===== src/rtl/ppg_pkg.sv =====
// Shared types, constants and microcode program for the pulse peak heart-rate block.
// No dependencies; every other file imports this package.
package ppg_pkg;

   // Window geometry and arithmetic constants
   localparam int WIN        = 7;
   localparam int CENTRE     = 3;
   localparam int SAMPLE_W   = 16;
   localparam int RATE_W     = 8;
   localparam int REFR_W     = 16;
   localparam int QUO_W      = 8;
   localparam int DIVIDEND_W = 16;
   localparam int PC_W       = 4;
   localparam int CSR_ADDR_W = 3;
   localparam int CSR_DATA_W = 32;

   localparam logic [DIVIDEND_W-1:0] MS_PER_MIN       = 16'd60000;
   localparam logic [REFR_W-1:0]     REFRACTORY_RESET = 16'd425;
   // largest gap whose estimate saturates at full scale
   localparam int                    SAT_GAP          = 234;
   localparam logic [RATE_W-1:0]     RATE_MAX         = 8'hFF;

   // register index within the config space
   localparam logic REG_REFRACTORY = 1'b0;

   typedef enum logic [3:0] {
      OP_NOP  = 4'd0,
      OP_WAIT = 4'd1,
      OP_TEST = 4'd2,
      OP_DIV  = 4'd3,
      OP_PUSH = 4'd4,
      OP_ACC  = 4'd5,
      OP_RATE = 4'd6,
      OP_EMIT = 4'd7
   } op_type;

   typedef enum logic [2:0] {
      COND_NEXT      = 3'd0,
      COND_GOTO      = 3'd1,
      COND_ACCEPT    = 3'd2,
      COND_LOOP      = 3'd3,
      COND_SKIP_PEAK = 3'd4,
      COND_SKIP_FULL = 3'd5,
      COND_EMIT      = 3'd6
   } cond_type;

   typedef enum logic [1:0] {
      CNT_KEEP = 2'd0,
      CNT_DIV  = 2'd1,
      CNT_AVG  = 2'd2
   } cnt_type;

   typedef struct packed {
      op_type            op;
      cond_type          cond;
      cnt_type           cnt;
      logic [PC_W-1:0]   target;
   } ucode_type;

   typedef struct packed {
      logic accept;
      logic no_peak;
      logic not_full;
      logic out_free;
   } useq_status_type;

   // program addresses
   localparam logic [PC_W-1:0] PC_WAIT = 4'd0;
   localparam logic [PC_W-1:0] PC_TEST = 4'd1;
   localparam logic [PC_W-1:0] PC_EST  = 4'd2;
   localparam logic [PC_W-1:0] PC_PUSH = 4'd3;
   localparam logic [PC_W-1:0] PC_ACC  = 4'd4;
   localparam logic [PC_W-1:0] PC_RATE = 4'd5;
   localparam logic [PC_W-1:0] PC_EMIT = 4'd6;

   // microcode ROM
   function automatic ucode_type ucode_rom(input logic [PC_W-1:0] addr);
      ucode_type w;
      w = '{op: OP_NOP, cond: COND_GOTO, cnt: CNT_KEEP, target: PC_WAIT};
      case (addr)
         PC_WAIT: w = '{op: OP_WAIT, cond: COND_ACCEPT,    cnt: CNT_KEEP, target: PC_WAIT};
         PC_TEST: w = '{op: OP_TEST, cond: COND_SKIP_PEAK, cnt: CNT_DIV,  target: PC_EMIT};
         PC_EST:  w = '{op: OP_DIV,  cond: COND_LOOP,      cnt: CNT_KEEP, target: PC_WAIT};
         PC_PUSH: w = '{op: OP_PUSH, cond: COND_SKIP_FULL, cnt: CNT_AVG,  target: PC_EMIT};
         PC_ACC:  w = '{op: OP_ACC,  cond: COND_LOOP,      cnt: CNT_KEEP, target: PC_WAIT};
         PC_RATE: w = '{op: OP_RATE, cond: COND_NEXT,      cnt: CNT_KEEP, target: PC_WAIT};
         PC_EMIT: w = '{op: OP_EMIT, cond: COND_EMIT,      cnt: CNT_KEEP, target: PC_WAIT};
         default: w = '{op: OP_NOP,  cond: COND_GOTO,      cnt: CNT_KEEP, target: PC_WAIT};
      endcase
      return w;
   endfunction

endpackage


===== src/rtl/ppg_peak_heart_rate_top.sv =====
// Top level of the pulse peak heart-rate block: ports, datapath, config register.
// Depends on ppg_pkg, ppg_useq and ppg_div.
//
//   channel  direction  handshake            payload
//   req      in         req_valid/req_stall  req_sample, req_time_ms
//   rsp      out        rsp_valid/rsp_stall  rsp_heart_rate
//   csr      in/out     APB psel/penable     refractory_ms at byte address 0
//
// An item passes the wait and test steps and goes on to the emit step when no
// peak counts. A counted peak runs the eight-step divider for the estimate and
// pushes it onto the list; once the list is full, an accumulate at one estimate
// per cycle sums the list, and a combinational multiply takes the mean as rate.
// Reset is synchronous, active high, and clears window, peak time, estimates
// and rate. A stalled result holds in the output register; the next
// transaction is still taken and held in the emit step until that one leaves.
module ppg_peak_heart_rate_top #(
   parameter int AVERAGE_DEPTH = 7,
   parameter int TIME_BITS     = 32
) (
   input  logic                              clock,
   input  logic                              reset,
   // input transactions
   input  logic                              req_valid,
   output logic                              req_stall,
   input  logic [ppg_pkg::SAMPLE_W-1:0]      req_sample,
   input  logic [31:0]                       req_time_ms,
   // result transactions
   output logic                              rsp_valid,
   input  logic                              rsp_stall,
   output logic [ppg_pkg::RATE_W-1:0]        rsp_heart_rate,
   // configuration
   input  logic                              csr_psel,
   input  logic                              csr_penable,
   input  logic                              csr_pwrite,
   input  logic [ppg_pkg::CSR_ADDR_W-1:0]    csr_paddr,
   input  logic [ppg_pkg::CSR_DATA_W-1:0]    csr_pwdata,
   output logic [ppg_pkg::CSR_DATA_W-1:0]    csr_prdata,
   output logic                              csr_pready
);
   import ppg_pkg::*;

   localparam int COUNT_W    = $clog2(AVERAGE_DEPTH + 1);
   localparam int SUM_W      = $clog2(AVERAGE_DEPTH * 255 + 1);
   // mean = sum * ceil(2^MEAN_SHIFT / depth) >> MEAN_SHIFT, exact while
   // sum * (depth - 1) stays below 2^MEAN_SHIFT
   localparam int MEAN_SHIFT = 24;
   localparam int MEAN_RECIP = ((1 << MEAN_SHIFT) + AVERAGE_DEPTH - 1) / AVERAGE_DEPTH;
   localparam int PROD_W     = SUM_W + MEAN_SHIFT + 1;

   // window and peak state
   logic [SAMPLE_W-1:0]  sample_win_ff [WIN];
   logic [SAMPLE_W-1:0]  sample_win_in [WIN];
   logic [TIME_BITS-1:0] time_win_ff   [WIN];
   logic [TIME_BITS-1:0] time_win_in   [WIN];
   logic [TIME_BITS-1:0] last_peak_ff, last_peak_in;

   // estimate list and averaging
   logic [RATE_W-1:0]    est_ff [AVERAGE_DEPTH];
   logic [RATE_W-1:0]    est_in [AVERAGE_DEPTH];
   logic [COUNT_W-1:0]   count_ff, count_in;
   logic [SUM_W-1:0]     sum_ff, sum_in;
   logic                 sat_ff, sat_in;
   logic [RATE_W-1:0]    held_ff, held_in;

   // config and output registers
   logic [REFR_W-1:0]    refr_ff, refr_in;
   logic                 rsp_valid_ff, rsp_valid_in;
   logic [RATE_W-1:0]    rsp_rate_ff, rsp_rate_in;

   op_type               op;
   useq_status_type      status;
   logic                 accept;
   logic                 out_free;
   logic                 peak;
   logic                 counted;
   logic [TIME_BITS-1:0] gap;
   logic                 div_load;
   logic                 div_step;
   logic [DIVIDEND_W-1:0] div_dividend;
   logic [TIME_BITS-1:0] div_divisor;
   logic [QUO_W-1:0]     quotient;
   logic [RATE_W-1:0]    est_new;
   logic [PROD_W-1:0]    mean_prod;
   logic [RATE_W-1:0]    mean_rate;
   logic                 csr_write;

   // handshakes
   assign req_stall = (op != OP_WAIT);
   assign accept    = req_valid && !req_stall;
   assign out_free  = !rsp_valid_ff || !rsp_stall;

   // peak test on the centre of the window
   always_comb begin
      peak = (sample_win_ff[CENTRE] >= sample_win_ff[1]) &&
             (sample_win_ff[CENTRE] >= sample_win_ff[2]) &&
             (sample_win_ff[CENTRE] >= sample_win_ff[4]) &&
             (sample_win_ff[CENTRE] >= sample_win_ff[5]) &&
             (sample_win_ff[CENTRE] >  sample_win_ff[0]) &&
             (sample_win_ff[CENTRE] >  sample_win_ff[6]);
      gap     = time_win_ff[CENTRE] - last_peak_ff;
      counted = peak && (gap > TIME_BITS'(refr_ff));
   end

   always_comb begin
      status.accept   = accept;
      status.no_peak  = !counted;
      status.not_full = count_ff < COUNT_W'(AVERAGE_DEPTH - 1);
      status.out_free = out_free;
   end

   // divider: estimate 60000 / gap
   assign div_load     = (op == OP_TEST);
   assign div_step     = (op == OP_DIV);
   assign div_dividend = MS_PER_MIN;
   assign div_divisor  = gap;
   assign est_new      = sat_ff ? RATE_MAX : quotient;

   // mean of the estimate list by reciprocal multiply
   assign mean_prod = PROD_W'(sum_ff) * PROD_W'(MEAN_RECIP);
   assign mean_rate = mean_prod[MEAN_SHIFT +: RATE_W];

   assign csr_write = csr_psel && csr_penable && csr_pwrite && csr_pready &&
                      (csr_paddr[2] == REG_REFRACTORY);

   always_comb begin
      sample_win_in = sample_win_ff;
      time_win_in   = time_win_ff;
      last_peak_in  = last_peak_ff;
      est_in        = est_ff;
      count_in      = count_ff;
      sum_in        = sum_ff;
      sat_in        = sat_ff;
      held_in       = held_ff;
      refr_in       = csr_write ? csr_pwdata[REFR_W-1:0] : refr_ff;
      rsp_valid_in  = rsp_valid_ff && rsp_stall;
      rsp_rate_in   = rsp_rate_ff;

      unique case (op)
         OP_WAIT: begin
            // shift the new sample into the window
            if (accept) begin
               for (int i = 0; i < WIN - 1; i++) begin
                  sample_win_in[i] = sample_win_ff[i+1];
                  time_win_in[i]   = time_win_ff[i+1];
               end
               sample_win_in[WIN-1] = req_sample;
               time_win_in[WIN-1]   = req_time_ms[TIME_BITS-1:0];
            end
         end
         OP_TEST: begin
            sat_in = gap <= TIME_BITS'(SAT_GAP);
            if (counted) begin
               last_peak_in = time_win_ff[CENTRE];
            end
         end
         OP_PUSH: begin
            // drop the oldest estimate, append the new one
            for (int i = 0; i < AVERAGE_DEPTH - 1; i++) begin
               est_in[i] = est_ff[i+1];
            end
            est_in[AVERAGE_DEPTH-1] = est_new;
            if (count_ff < COUNT_W'(AVERAGE_DEPTH)) begin
               count_in = count_ff + 1'b1;
            end
            sum_in = '0;
         end
         OP_ACC: begin
            // rotate the list once around, summing the head
            sum_in = sum_ff + SUM_W'(est_ff[0]);
            for (int i = 0; i < AVERAGE_DEPTH - 1; i++) begin
               est_in[i] = est_ff[i+1];
            end
            est_in[AVERAGE_DEPTH-1] = est_ff[0];
         end
         OP_RATE: held_in = mean_rate;
         OP_EMIT: begin
            if (out_free) begin
               rsp_valid_in = 1'b1;
               rsp_rate_in  = held_ff;
            end
         end
         OP_NOP, OP_DIV: ;
         default: ;
      endcase
   end

   always_ff @(posedge clock) begin
      if (reset) begin
         for (int i = 0; i < WIN; i++) begin
            sample_win_ff[i] <= '0;
            time_win_ff[i]   <= '0;
         end
         for (int i = 0; i < AVERAGE_DEPTH; i++) begin
            est_ff[i] <= '0;
         end
         last_peak_ff <= '0;
         count_ff     <= '0;
         held_ff      <= '0;
         refr_ff      <= REFRACTORY_RESET;
         rsp_valid_ff <= 1'b0;
      end else begin
         sample_win_ff <= sample_win_in;
         time_win_ff   <= time_win_in;
         est_ff        <= est_in;
         last_peak_ff  <= last_peak_in;
         count_ff      <= count_in;
         held_ff       <= held_in;
         refr_ff       <= refr_in;
         rsp_valid_ff  <= rsp_valid_in;
      end
   end

   always_ff @(posedge clock) begin
      sum_ff      <= sum_in;
      sat_ff      <= sat_in;
      rsp_rate_ff <= rsp_rate_in;
   end

   assign rsp_valid      = rsp_valid_ff;
   assign rsp_heart_rate = rsp_rate_ff;
   assign csr_pready     = 1'b1;
   assign csr_prdata     = (csr_paddr[2] == REG_REFRACTORY) ?
                           CSR_DATA_W'(refr_ff) : '0;

   ppg_useq #(
      .AVERAGE_DEPTH (AVERAGE_DEPTH)
   ) u_useq (
      .clock  (clock),
      .reset  (reset),
      .status (status),
      .op     (op)
   );

   ppg_div #(
      .TIME_BITS (TIME_BITS)
   ) u_div (
      .clock    (clock),
      .load     (div_load),
      .step     (div_step),
      .dividend (div_dividend),
      .divisor  (div_divisor),
      .quotient (quotient)
   );

`ifndef ASSERT_OFF
   // one transaction at a time: the sequencer leaves the wait step on accept
   a_busy_after_accept: assert property (@(posedge clock) disable iff (reset)
      accept |=> req_stall)
      else $error("input taken again right after a transaction");

   a_count_bound: assert property (@(posedge clock) disable iff (reset)
      count_ff <= COUNT_W'(AVERAGE_DEPTH))
      else $error("estimate count beyond list depth");

   a_peak_time: assert property (@(posedge clock) disable iff (reset)
      (op == OP_TEST && counted) |=> last_peak_ff == $past(time_win_ff[CENTRE]))
      else $error("counted peak time not recorded");

   a_rate_full: assert property (@(posedge clock) disable iff (reset)
      !$stable(held_ff) |-> count_ff == COUNT_W'(AVERAGE_DEPTH))
      else $error("rate updated before estimate list filled");
`endif

endmodule


===== src/rtl/ppg_div.sv =====
// Restoring divider, one quotient bit per step, eight-bit quotient.
// Depends on ppg_pkg.
module ppg_div #(
   parameter int TIME_BITS = 32
) (
   input  logic                              clock,
   input  logic                              load,
   input  logic                              step,
   input  logic [ppg_pkg::DIVIDEND_W-1:0]    dividend,
   input  logic [TIME_BITS-1:0]              divisor,
   output logic [ppg_pkg::QUO_W-1:0]         quotient
);
   import ppg_pkg::*;

   localparam int DSH_W = TIME_BITS + QUO_W - 1;

   logic [DIVIDEND_W-1:0] rem_ff, rem_in;
   logic [DSH_W-1:0]      dsh_ff, dsh_in;
   logic [QUO_W-1:0]      quo_ff, quo_in;
   logic [DSH_W-1:0]      rem_ext;
   logic [DSH_W-1:0]      diff;
   logic                  fits;

   always_comb begin
      rem_ext = DSH_W'(rem_ff);
      fits    = rem_ext >= dsh_ff;
      diff    = rem_ext - dsh_ff;
      rem_in  = rem_ff;
      dsh_in  = dsh_ff;
      quo_in  = quo_ff;
      if (load) begin
         rem_in = dividend;
         dsh_in = DSH_W'(divisor) << (QUO_W - 1);
         quo_in = '0;
      end else if (step) begin
         if (fits) begin
            rem_in = diff[DIVIDEND_W-1:0];
         end
         dsh_in = dsh_ff >> 1;
         quo_in = {quo_ff[QUO_W-2:0], fits};
      end
   end

   always_ff @(posedge clock) begin
      rem_ff <= rem_in;
      dsh_ff <= dsh_in;
      quo_ff <= quo_in;
   end

   assign quotient = quo_ff;

endmodule


===== src/rtl/ppg_useq.sv =====
// Microcode sequencer: program counter, loop counter and jump logic over the ROM.
// Depends on ppg_pkg.
module ppg_useq #(
   parameter int AVERAGE_DEPTH = 7
) (
   input  logic                      clock,
   input  logic                      reset,
   input  ppg_pkg::useq_status_type  status,
   output ppg_pkg::op_type           op
);
   import ppg_pkg::*;

   localparam int LOOP_MAX = (AVERAGE_DEPTH > QUO_W) ? AVERAGE_DEPTH : QUO_W;
   localparam int CNT_W    = $clog2(LOOP_MAX);

   logic [PC_W-1:0]  pc_ff, pc_in;
   logic [CNT_W-1:0] cnt_ff, cnt_in;
   logic [PC_W-1:0]  pc_inc;
   ucode_type        word;

   always_comb begin
      word   = ucode_rom(pc_ff);
      pc_inc = pc_ff + 1'b1;
      pc_in  = pc_ff;
      cnt_in = cnt_ff;
      unique case (word.cond)
         COND_NEXT:      pc_in = pc_inc;
         COND_GOTO:      pc_in = word.target;
         COND_ACCEPT:    pc_in = status.accept ? pc_inc : pc_ff;
         COND_LOOP: begin
            if (cnt_ff == '0) begin
               pc_in = pc_inc;
            end else begin
               cnt_in = cnt_ff - 1'b1;
            end
         end
         COND_SKIP_PEAK: pc_in = status.no_peak ? word.target : pc_inc;
         COND_SKIP_FULL: pc_in = status.not_full ? word.target : pc_inc;
         COND_EMIT:      pc_in = status.out_free ? word.target : pc_ff;
         default:        pc_in = word.target;
      endcase
      unique case (word.cnt)
         CNT_KEEP: ;
         CNT_DIV:  cnt_in = CNT_W'(QUO_W - 1);
         CNT_AVG:  cnt_in = CNT_W'(AVERAGE_DEPTH - 1);
         default:  ;
      endcase
   end

   always_ff @(posedge clock) begin
      if (reset) begin
         pc_ff  <= PC_WAIT;
         cnt_ff <= '0;
      end else begin
         pc_ff  <= pc_in;
         cnt_ff <= cnt_in;
      end
   end

   assign op = word.op;

endmodule

===== config.mk =====
export PLATFORM = sky130hd
export DESIGN_NAME = ppg_peak_heart_rate_top
export DESIGN_NICKNAME = d
export VERILOG_FILES = /design/src/rtl/ppg_pkg.sv /design/src/rtl/ppg_peak_heart_rate_top.sv /design/src/rtl/ppg_div.sv /design/src/rtl/ppg_useq.sv
export SDC_FILE = /design/constraint.sdc
export NUM_CORES = 1
export LEC_CHECK = 0
export BUFFER_PORTS_ARGS = -buffer_cell sky130_fd_sc_hd__buf_4
export CAP_MARGIN = 10
export CORE_MARGIN = 10
export CORE_UTILIZATION = 60
export CTS_BUF_LIST = sky130_fd_sc_hd__clkbuf_4
export DETAILED_ROUTE_END_ITERATION = 12
export HOLD_SLACK_MARGIN = 0.1
export PLACE_DENSITY = 0.8
export SYNTH_ARGS = -nofsm -noshare
export SYNTH_HDL_FRONTEND = slang
export SYNTH_HIERARCHICAL = 1
export SYNTH_SLANG_ARGS = --single-unit

===== constraint.sdc =====
create_clock -name clock -period 11 [get_ports clock]
set_input_delay 0.55 -clock clock [delete_from_list [all_inputs] [get_ports clock]]
set_output_delay 0.55 -clock clock [all_outputs]
set_load 0.03 [all_outputs]

Word-level counts from Yosys, hierarchy flattened
Index checks and enable logic that the tools add are counted.
{"block": "word_totals", "out_inout_bits": 43, "ff_bits": 446, "word_cells": 122}
{"block": "classes", "n_addsub": 6, "reduce_logical": 28, "magnitude_cmp": 11, "mul": 1, "mux": 18, "n_eq_ne": 25, "n_bitwise": 1}
{"operator": "$pmux W56 S2", "n": 1}
{"operator": "$pmux W12 S7", "n": 1}
{"operator": "$mux W39", "n": 2}
{"operator": "$ge A16 B16 Y1", "n": 4}
{"operator": "$ge A16 B39 Y1", "n": 1}
{"operator": "$gt A16 B16 Y1", "n": 2}
{"operator": "$gt A32 B16 Y1", "n": 1}
{"operator": "$le A32 B8 Y1 const B", "n": 1}
{"operator": "$sub A32 B32 Y32", "n": 1}
{"operator": "$mul A11 B21 Y31 const B", "n": 1}
{"operator": "$eq A4 B3 Y1 const B", "n": 7}
{"operator": "$pmux W4 S6", "n": 1}
{"operator": "$pmux W11 S2", "n": 1}
{"operator": "$mux W4", "n": 5}
{"operator": "$eq A4 B2 Y1 const B", "n": 4}
{"operator": "$mux W16", "n": 1}
{"operator": "$sub A16 B16 Y16", "n": 1}
{"operator": "$reduce_and A2 Y1", "n": 6}
{"operator": "$add A11 B8 Y11", "n": 1}
{"operator": "$logic_and A1 B1 Y1", "n": 11}
{"operator": "$eq A3 B3 Y1 const B", "n": 3}
{"operator": "$eq A4 B1 Y1 const B", "n": 2}
{"operator": "$mux W8", "n": 1}
{"operator": "$eq A3 B2 Y1 const B", "n": 2}
{"operator": "21 further kinds", "n": 29}

Depth between registers and ports, before layout
Gate-level depths: netlist of the first run.
{"block": "depth", "depth_word": 9, "ltp_mapped": 21, "mapped_depth_nobuf": 21}

Modules after synthesis
Netlist of the first run, hierarchy kept.
{"mod": "ppg_peak_heart_rate_top", "seq_area_each_um2": 7727.4, "area_each_um2": 20578.5, "cells_each": 2587, "n_inst": 1}
{"mod": "ppg_div", "seq_area_each_um2": 1741.7, "area_each_um2": 3424.5, "cells_each": 329, "n_inst": 1}
{"mod": "ppg_useq", "seq_area_each_um2": 140.1, "area_each_um2": 815.8, "cells_each": 101, "n_inst": 1}

Worst setup path after synthesis of the first run
OpenSTA, ideal clock, no wires.
{"block": "synth_timing", "path_kind": "register to register", "start": "register sum_ff[9]", "end": "register held_ff[7]", "stages_incl_launch_ff": 16, "arrival_time_ps": 4626, "slack_ps": 6315, "n_path_buf": 0, "period_less_slack_ps": 4685, "cell_sequence": "edfxtp_1 ha_1 fa_1 inv_1 fa_1 inv_1 ha_1 ha_1 a21o_1 a2111oi_0 nor3_1 or4_1 a41o_1 o31a_1 nor4b_1 a221o_1"}
{"block": "synth_between", "elab_chain_cells": 1}
{"item": "from (decl)", "line_no": "ppg_peak_heart_rate_top.sv:61", "text": "logic [SUM_W-1:0] sum_ff, sum_in;"}
{"item": "from (signal assigned)", "line_no": "ppg_peak_heart_rate_top.sv:214", "text": "sum_ff <= sum_in;"}
{"item": "$mul A11 B21 Y31", "line_no": "ppg_peak_heart_rate_top.sv:119", "text": "assign mean_prod = PROD_W'(sum_ff) * PROD_W'(MEAN_RECIP);"}
{"item": "to (signal assigned)", "line_no": "ppg_peak_heart_rate_top.sv:207", "text": "held_ff <= held_in;"}
{"item": "to (decl)", "line_no": "ppg_peak_heart_rate_top.sv:63", "text": "logic [RATE_W-1:0] held_ff, held_in;"}
No other way between the ends.
A chain may end at the register's enable or synchronous reset.

Worst setup path in the final report of the first run
{"block": "layout_timing", "start": "register time_win_ff[96] (netlist name)", "end": "register last_peak_ff[2]"}
{"block": "layout_between", "elab_chain_cells": 4}
{"item": "from (decl)", "line_no": "ppg_peak_heart_rate_top.sv:53", "text": "logic [TIME_BITS-1:0] time_win_ff [WIN];"}
{"item": "from (signal assigned)", "line_no": "ppg_peak_heart_rate_top.sv:203", "text": "time_win_ff <= time_win_in;"}
{"item": "$sub A32 B32 Y32", "line_no": "ppg_peak_heart_rate_top.sv:100", "text": "gap = time_win_ff[CENTRE] - last_peak_ff;"}
{"item": "via div_divisor[14]", "line_no": "ppg_peak_heart_rate_top.sv:80", "text": "logic [TIME_BITS-1:0] div_divisor;"}
{"item": "$gt A32 B16 Y1", "line_no": "ppg_peak_heart_rate_top.sv:101", "text": "counted = peak && (gap > TIME_BITS'(refr_ff));"}
{"item": "$logic_and A1 B1 Y1", "line_no": "ppg_peak_heart_rate_top.sv:101"}
{"item": "$reduce_and A2 Y1 (no line)"}
{"item": "to (signal assigned)", "line_no": "ppg_peak_heart_rate_top.sv:205", "text": "last_peak_ff <= last_peak_in;"}
{"item": "to (decl)", "line_no": "ppg_peak_heart_rate_top.sv:55", "text": "logic [TIME_BITS-1:0] last_peak_ff, last_peak_in;"}
The timed path passes the listed nets, and every way through them passes these cells.

==> flow_metrics.env, run 1 <==
export IMPL_drc=0
export IMPL_synth_top_cell_area_share_pct=30.5
export IMPL_groute_usage_overall_pct=22.6
export IMPL_power_internal_mw=3.00
export IMPL_cp_required_ns=11.76
export IMPL_maxSlewViolCount=0
export IMPL_vias=21200
export IMPL_dr_wl_met3_mm=2.96
export IMPL_postCtsSetupBuffers=0
export IMPL_period_minus_slack_ns=5.75
export IMPL_synth_edf_count=68
export IMPL_worstMarginPinSlew_ns=1.07
export IMPL_critPathLaunchType="register"
export IMPL_hold_end="time_win_ff[115]"
export IMPL_place_area_sq_um=25700
export IMPL_ctsHtreeMaxLevel=3
export IMPL_sw_frac_of_total_pct=34.3
export IMPL_ff2ff_path_depth=20
export IMPL_hold_ws_ns=0.165
export IMPL_fp_dieH_um=223
export IMPL_status="finished clean"
export IMPL_die_area_sq_um=49900
export IMPL_rsz0062_at_grt="no"
export IMPL_clk_path_buf_depth=3
export IMPL_post_route_util_pct=68.0
export IMPL_ys_flop_type="dfxtp_1"
export IMPL_routabilityCongestion=0.918
export IMPL_synth_cell_types=88
export IMPL_timing_final_crit_share_pct=52.2
export IMPL_avgSynthCellArea_sq_um=8.23
export IMPL_synth_top_cell_by_area="dfxtp_1"
export IMPL_wl_met1_mm=26.6
export IMPL_topRoutingLayerUsed="met4"
export IMPL_drt_wl_total_mm=57.6
export IMPL_synth_ff_latch_count=446
export IMPL_pwr_share_seq_pct=40.6
export IMPL_antenna_left=0
export IMPL_antenna_found_initial=1
export IMPL_setup_tns_ns=0
export IMPL_slowest_stage="a41oi_4"
export IMPL_layout_cells_most_common_list="nand2_1 (699), a21oi_1 (416), dfxtp_1 (378)"
export IMPL_p_comb_share_pct=29.5
export IMPL_setup_slack_ns=5.25
export IMPL_dp_hpwl_mm=38.9
export IMPL_fin_area_sq_um=27800
export IMPL_whs_path_depth=2
export IMPL_power_density_nw_per_um2=164
export IMPL_leakagePower_nw=11.0
export IMPL_clock_latency_ns=0.88
export IMPL_max_clock_freq_ghz=0.174
export IMPL_arrival_ns=6.50
export IMPL_syn_inst=3017
export IMPL_hp_class="input pin to register"
export IMPL_min_from="reset"
export IMPL_clock_root_buffer="clkbuf_4"
export IMPL_crit_path_end_kind="register"
export IMPL_dr_pass1_iters=6
export IMPL_synthArstFlopShare_pct=0
export IMPL_cp_cell_sequence="inv_1, ha_1, inv_1, fa_1, a211o_1, a32o_1, o21bai_1, nand2_1, a41o_1, xor2_1, ha_1, and4_1, nand3_1, a221oi_1, a21oi_1, a21oi_1, nor4_1, a41oi_4, buf_4, mux2i_1"
export IMPL_drive_gt1_share_pct=9.67
export IMPL_core_area_sq_um=40800
export IMPL_io_pins=133
export IMPL_nets=3527
export IMPL_die_x_um=223
export IMPL_grt_pass1_wl_mm=97.4
export IMPL_max_cap_violations=0
export IMPL_first_global_vias=20600
export IMPL_wl_per_cell_um=15.2
export IMPL_p_clk_share_pct=29.9
export IMPL_netlist_area_sq_um=24800
export IMPL_port_buffers=97
export IMPL_switchingPower_mw=1.56
export IMPL_fin_worst_skew_ns=0.0718
export IMPL_hold_viol_final=0
export IMPL_cts_resized_gates=0
export IMPL_grt_max_degree=256
export IMPL_grt_ovfl_total=0
export IMPL_n_fill_cell=3327
export IMPL_std_cell_rows=74
export IMPL_yosysSeqAreaShare_pct=38.7
export IMPL_yosysWarnings=6
export IMPL_vdd_drop_max_mv=0.127
export IMPL_r2r_start="time_win_ff[96]"
export IMPL_layout_cells_most_common="nand2_1"
export IMPL_numCtsBuffers=112
export IMPL_cp_max_fo=21
export IMPL_viasPerCell=5.60
export IMPL_ys_top_cells_by_area="dfxtp_1 (30%), ha_1 (13%), nand2_1 (11%), a21oi_1 (8.4%), edfxtp_1 (8.2%)"
export IMPL_slew_headroom_pct=28.4
export IMPL_synthToLayoutAreaGrowth_pct=11.9
export IMPL_drtIter0Drc=1700
export IMPL_dp_slack_ns=5.31
export IMPL_setup_viol=0
export IMPL_cts_tree="done"
export IMPL_r2r_end="last_peak_ff[2]"
export IMPL_start_util_pct=60.8
export IMPL_path_class="register to register"
export IMPL_rrSetupSlack_ns=5.25
export IMPL_slowest_delay_ns=0.62
export IMPL_cts_sinks=446
export IMPL_wl_met2_mm=26.8
export IMPL_clk_pin_slew_worst_paths_ns=0.06
worst max-delay path by stage:
stage	end	cells after the start	from	slack (ns)
floorplan	held_ff[7]	15	sum_ff[9]	6.32
CTS	last_peak_ff[3]	20	time_win_ff[96]	5.25
global route	last_peak_ff[1]	20	time_win_ff[96]	4.87
finish	last_peak_ff[2]	20	time_win_ff[96]	5.25
global placement	last_peak_ff[29]	20	time_win_ff[96]	5.44
detailed placement	last_peak_ff[31]	20	time_win_ff[96]	5.31
kinds of logic (layout without fill, tap and decap cells):
logic type	count (synthesis)	in the layout	share of synthesized area, %
adder cells (fa/ha/maj)	268	268	14.1
XOR/XNOR	38	38	1.34
flip-flops	446	446	38.7
other	3	37	0.0454
AND/OR/NAND/NOR	1087	1087	19.4
AO/OA/AOI/OAI	735	735	18.0
multiplexers	52	52	2.11
buffers and inverters	388	586	6.31
sequential cells by signal, indices dropped and copies added (netlist names), 3 cells and up:
signal	count
u_div/rem_ff	16
u_div/dsh_ff	39
refr_ff	16
last_peak_ff	32
held_ff	8
sum_ff	11
sample_win_ff	112
rsp_heart_rate	8
u_useq/cnt_ff	3
est_ff	56
count_ff	3
time_win_ff	128
u_useq/pc_ff	4
u_div/quotient	8
power by group through the flow:
| stage | registers (mW) | logic (mW) | clock network, mW |
|---|---|---|---|
| 3_5_place_dp | 1.89 | 1.31 | 0 |
| 6_report | 1.85 | 1.35 | 1.37 |
| 5_1_grt | 1.86 | 1.53 | 1.49 |
| 3_3_place_gp | 1.88 | 1.28 | 0 |
| 4_1_cts | 1.85 | 1.34 | 1.41 |
| 2_1_floorplan | 1.86 | 1.04 | 0 |
metal layers:
metal / track usage (%) / vias up
met5: 0 / -
met4: 7.63 / 0
met3: 4.58 / 110
met2: 37.1 / 530
met1: 29.2 / 9896
li1: - / 10600
per-stage QoR:
stage,total power [mW],instances
finish,4.57,3781
global route,4.88,3780
CTS,4.60,3778
detailed placement,3.20,3522
global placement,3.16,3522
floorplan,2.90,3048
synthesized netlist by cell type (9+ instances only):
cell type,count
nand2_1,700
a21oi_1,416
dfxtp_1,378
ha_1,248
inv_1,219
clkbuf_1,138
nor2_1,111
o21ai_0,86
nand2b_1,82
edfxtp_1,68
a21o_1,54
mux2i_1,50
nand3_1,30
nor2b_1,28
nand4_1,27
nor3_1,26
a22o_1,23
xnor2_1,21
a211oi_1,20
fa_1,20
buf_4,18
xor2_1,17
and2_1,13
nor4_1,13
o211ai_1,11
a22oi_1,10
o21a_1,10
o21bai_1,10
a211o_1,9
or2_2,9
worst max-delay path, delay by kind of cell, from the launching register on:
kind	cells	cell delay [ns]
and+or+nand+nor	4	0.66
buffers and inverters	3	0.59
DFF	1	0.33
AOI/OAI and AO/OA	8	2.64
muxes	1	0.23
xor gates and xnor gates	1	0.37
adders and majority gates	3	0.80
layout make-up:
type	count	area [sq um]	share of cell area (%)
Timing Repair Buffer	175	1500	5.39
Sequential cell	446	9610	34.6
Clock buffer	161	1210	4.35
Tap cell	532	666	2.40
Inverter	220	831	2.99
Multi-Input combinational cell	2214	13800	49.6
Clock inverter	30	180	0.649
Antenna cell	3	7.51	0.0270
timing repair:
| item | 4_1_cts | 5_1_grt |
|---|---|---|
| hold endpoints to repair | 65 | 0 |
| hold buffers | 65 | 0 |
| setup endpoints to repair | 0 | 0 |
No activity file was read; power rests on OpenSTA's default activity.
==> inputs of run 2 (changes only) <==
--- a/config.mk
+++ b/config.mk
@@ -5,6 +5,7 @@
 export SDC_FILE = /design/constraint.sdc
 export NUM_CORES = 1
 export LEC_CHECK = 0
+export ABC_AREA = 1
 export BUFFER_PORTS_ARGS = -buffer_cell sky130_fd_sc_hd__buf_4
 export CAP_MARGIN = 10
 export CORE_MARGIN = 10
==> constraint.sdc (replaced) <==
create_clock -name clock -period 5.6 [get_ports clock]
set_input_delay 0.28 -clock clock [delete_from_list [all_inputs] [get_ports clock]]
set_output_delay 0.28 -clock clock [all_outputs]
set_load 0.03 [all_outputs]
==> run 2 against run 1 <==
  * Maximum frequency rose by 36%
  * Die area rose by 2.8%
  * Routed wire length grew 2.6%
  * Synthesized cell count increased by 17%
  * Global-route usage is 0.41 points higher
  * Sequential share of layout area decreased by 1.1 points
  * Combinational power increased to 5.2 times the previous value
  * Largest power group is now combinational cells
  * Clock-buffer cell count decreased by 3
  * Highest routed layer unchanged
  * Non-clock buffer count rose by 14
  * Total power grew to 3.0 times the previous value
  * Cell count up 15%
  * Sequential cell count unchanged
==> flow_metrics.env, run 2 <==
export IMPL_setup_tns_ns=0
export IMPL_avgSynthCellArea_sq_um=7.24
export IMPL_max_clock_freq_ghz=0.236
export IMPL_cpLargestDelayFamily="adder cells"
export IMPL_power_density_nw_per_um2=482
export IMPL_cp_required_ns=6.42
export IMPL_groute_usage_overall_pct=23.1
export IMPL_largest_register="time_win_ff"
export IMPL_dp_hpwl_mm=40.4
export IMPL_setup_slack_ns=1.37
export IMPL_synthToLayoutAreaGrowth_pct=12.0
export IMPL_fp_dieH_um=226
export IMPL_yosysSeqAreaShare_pct=37.6
export IMPL_drc=0
export IMPL_yosysWarnings=6
export IMPL_hold_ws_ns=0.191
export IMPL_leakagePower_nw=13.5
export IMPL_layout_cells_most_common_list="nand2_1 (824), inv_1 (532), a21oi_1 (378), dfxtp_1 (378), nor2_1 (294)"
export IMPL_ctsHtreeMaxLevel=3
export IMPL_nets=4075
export IMPL_vdd_drop_max_mv=0.365
export IMPL_dp_slack_ns=1.40
export IMPL_die_area_sq_um=51300
export IMPL_largest_reg_flops=128
export IMPL_cts_tree="done"
export IMPL_cts_sinks=446
export IMPL_critPathLaunchType="register"
export IMPL_clock_root_buffer="clkbuf_4"
export IMPL_syn_inst=3535
export IMPL_first_global_vias=21200
export IMPL_port_buffers=97
export IMPL_dr_pass1_iters=6
export IMPL_hold_viol_final=0
export IMPL_slowest_stage="edfxtp_1"
export IMPL_antenna_left=0
export IMPL_layoutNonFillerInstCount=4333
export IMPL_largestRegisters="time_win_ff x128, sample_win_ff x112, est_ff x56"
export IMPL_clock_latency_ns=0.89
export IMPL_vias=22600
export IMPL_yosysMostFrequentCell="nand2_1"
export IMPL_yosys_top_cells_count="nand2_1 (824), inv_1 (532), a21oi_1 (378), dfxtp_1 (378), nor2_1 (296)"
export IMPL_period_minus_slack_ns=4.23
export IMPL_synth_top_cell_area_share_pct=29.6
export IMPL_start_util_pct=60.9
export IMPL_synth_top_cell_by_area="dfxtp_1"
export IMPL_core_area_sq_um=42000
export IMPL_crit_path_end_kind="register"
export IMPL_drive_gt1_share_pct=8.73
export IMPL_maxSlewViolCount=0
export IMPL_fin_worst_skew_ns=0.0756
export IMPL_arrival_ns=5.05
export IMPL_max_cap_violations=0
export IMPL_rsz0062_at_grt="no"
export IMPL_die_x_um=226
export IMPL_setup_viol=0
export IMPL_wl_per_cell_um=13.6
export IMPL_numCtsBuffers=112
export IMPL_viasPerCell=5.21
export IMPL_cts_resized_gates=0
export IMPL_worstMarginPinSlew_ns=1.16
export IMPL_critPathBufInv=2
export IMPL_grt_pass1_wl_mm=99.5
export IMPL_grt_ovfl_total=0
export IMPL_hp_class="input pin to register"
export IMPL_clk_path_buf_depth=3
export IMPL_io_pins=133
export IMPL_slew_headroom_pct=22.6
export IMPL_drt_wl_total_mm=59.1
export IMPL_status="finished clean"
export IMPL_routabilityCongestion=0.927
export IMPL_cp_max_fo=7
export IMPL_timing_final_crit_share_pct=75.5
export IMPL_antenna_found_initial=3
export IMPL_cp_cell_sequence="ha_1, fa_1, fa_1, fa_1, ha_1, ha_1, a21oi_1, nor2_1, o21ai_0, nand3_1, a31oi_1, o21ai_0, nand2_1, inv_1, o21ai_0, o211ai_1, inv_1"
export IMPL_synthArstFlopShare_pct=0
export IMPL_ys_flop_type="dfxtp_1"
export IMPL_drtIter0Drc=1540
export IMPL_dp_cells=4064
export IMPL_synth_cell_types=59
export IMPL_clk_pin_slew_worst_paths_ns=0.07
export IMPL_synth_edf_count=68
export IMPL_std_cell_rows=75
export IMPL_netlist_area_sq_um=25600
export IMPL_synth_ff_latch_count=446
export IMPL_grt_max_degree=236
export IMPL_layout_cells_most_common="nand2_1"
export IMPL_ys_top_cells_by_area="dfxtp_1 (30%), ha_1 (12%), nand2_1 (12%), edfxtp_1 (8.0%), inv_1 (7.8%)"
export IMPL_slowest_delay_ns=0.51
export IMPL_path_class="register to register"
## run 2: cells by family (layout without fill, tap and decap cells)
family          after synthesis  count (layout)  share of synthesized area, %
flops                       446             446                          37.6
simple gates               1366            1366                          22.1
buf+inv                     696             920                          10.8
compound gates              734             734                          15.1
other cells                   3              38                        0.0440
xor+xnor                     22              22                         0.753
fa+ha+maj                   268             268                          13.7
## run 2: metal layers
layer / track usage (%) / vias to the layer above / part of all wire (%)
met2: 35.7 / 566 / 44
li1: - / 11800 / -
met5: 0 / - / 0
met1: 31.5 / 10100 / 47
met3: 4.73 / 102 / 6.3
met4: 7.70 / 0 / 2.3
## run 2: path summary, 6_finish.rpt
kind | startpoint | to | slack, ns | cells past startpoint
hold reg to reg | held_ff[1] | rsp_heart_rate[1] | 0.44 | 0
setup / recovery | sum_ff[8] | held_ff[0] | 1.37 | 17
setup reg to reg | sum_ff[8] | held_ff[0] | 1.37 | 17
hold / removal | req_valid | sample_win_ff[96] | 0.19 | 5
## run 2: repair_timing
action / 4_1_cts / 5_1_grt
buffers inserted: 0 / 0
hold buffers: 78 / 0
endpoints found under the hold margin: 87 / 0
## run 2: per-stage QoR
stage | area [sq um] | util, % | total power, mW
4_1_cts | 28600 | 68.1 | 13.8
3_5_place_dp | 26500 | 63.1 | 11.1
3_3_place_gp | 26500 | 63.1 | 11.0
2_1_floorplan | 25700 | - | 9.48
5_1_grt | 28600 | 68.1 | 15.2
6_report | 28600 | 68.1 | 13.8
## run 2: worst register-to-register path, stage by stage (launching register included)
cell      delay, ns
edfxtp_1       0.51
ha_1           0.26
fa_1           0.46
fa_1           0.49
fa_1           0.41
ha_1           0.28
ha_1           0.32
a21oi_1        0.21
nor2_1         0.06
o21ai_0        0.17
nand3_1        0.12
a31oi_1        0.28
o21ai_0        0.16
nand2_1        0.08
inv_1          0.04
o21ai_0        0.13
o211ai_1       0.10
inv_1          0.08
## run 2: area by class of cell
type / instances / area [sq um]
Antenna cell: 4 / 10.0
Inverter: 544 / 2050
Tap cell: 539 / 674
Timing Repair Buffer: 189 / 1630
Clock inverter: 29 / 134
Fill cell: 3643 / 13400
Clock buffer: 158 / 1190
Sequential cell: 446 / 9610
Multi-Input combinational cell: 2424 / 13400
## run 2: power breakdown
group | leakage [nW] | internal (mW) | switching [mW]
Sequential | 3.70 | 3.83 | 0.305
Clock | 0.796 | 1.29 | 1.31
Combinational | 9.04 | 2.44 | 4.62
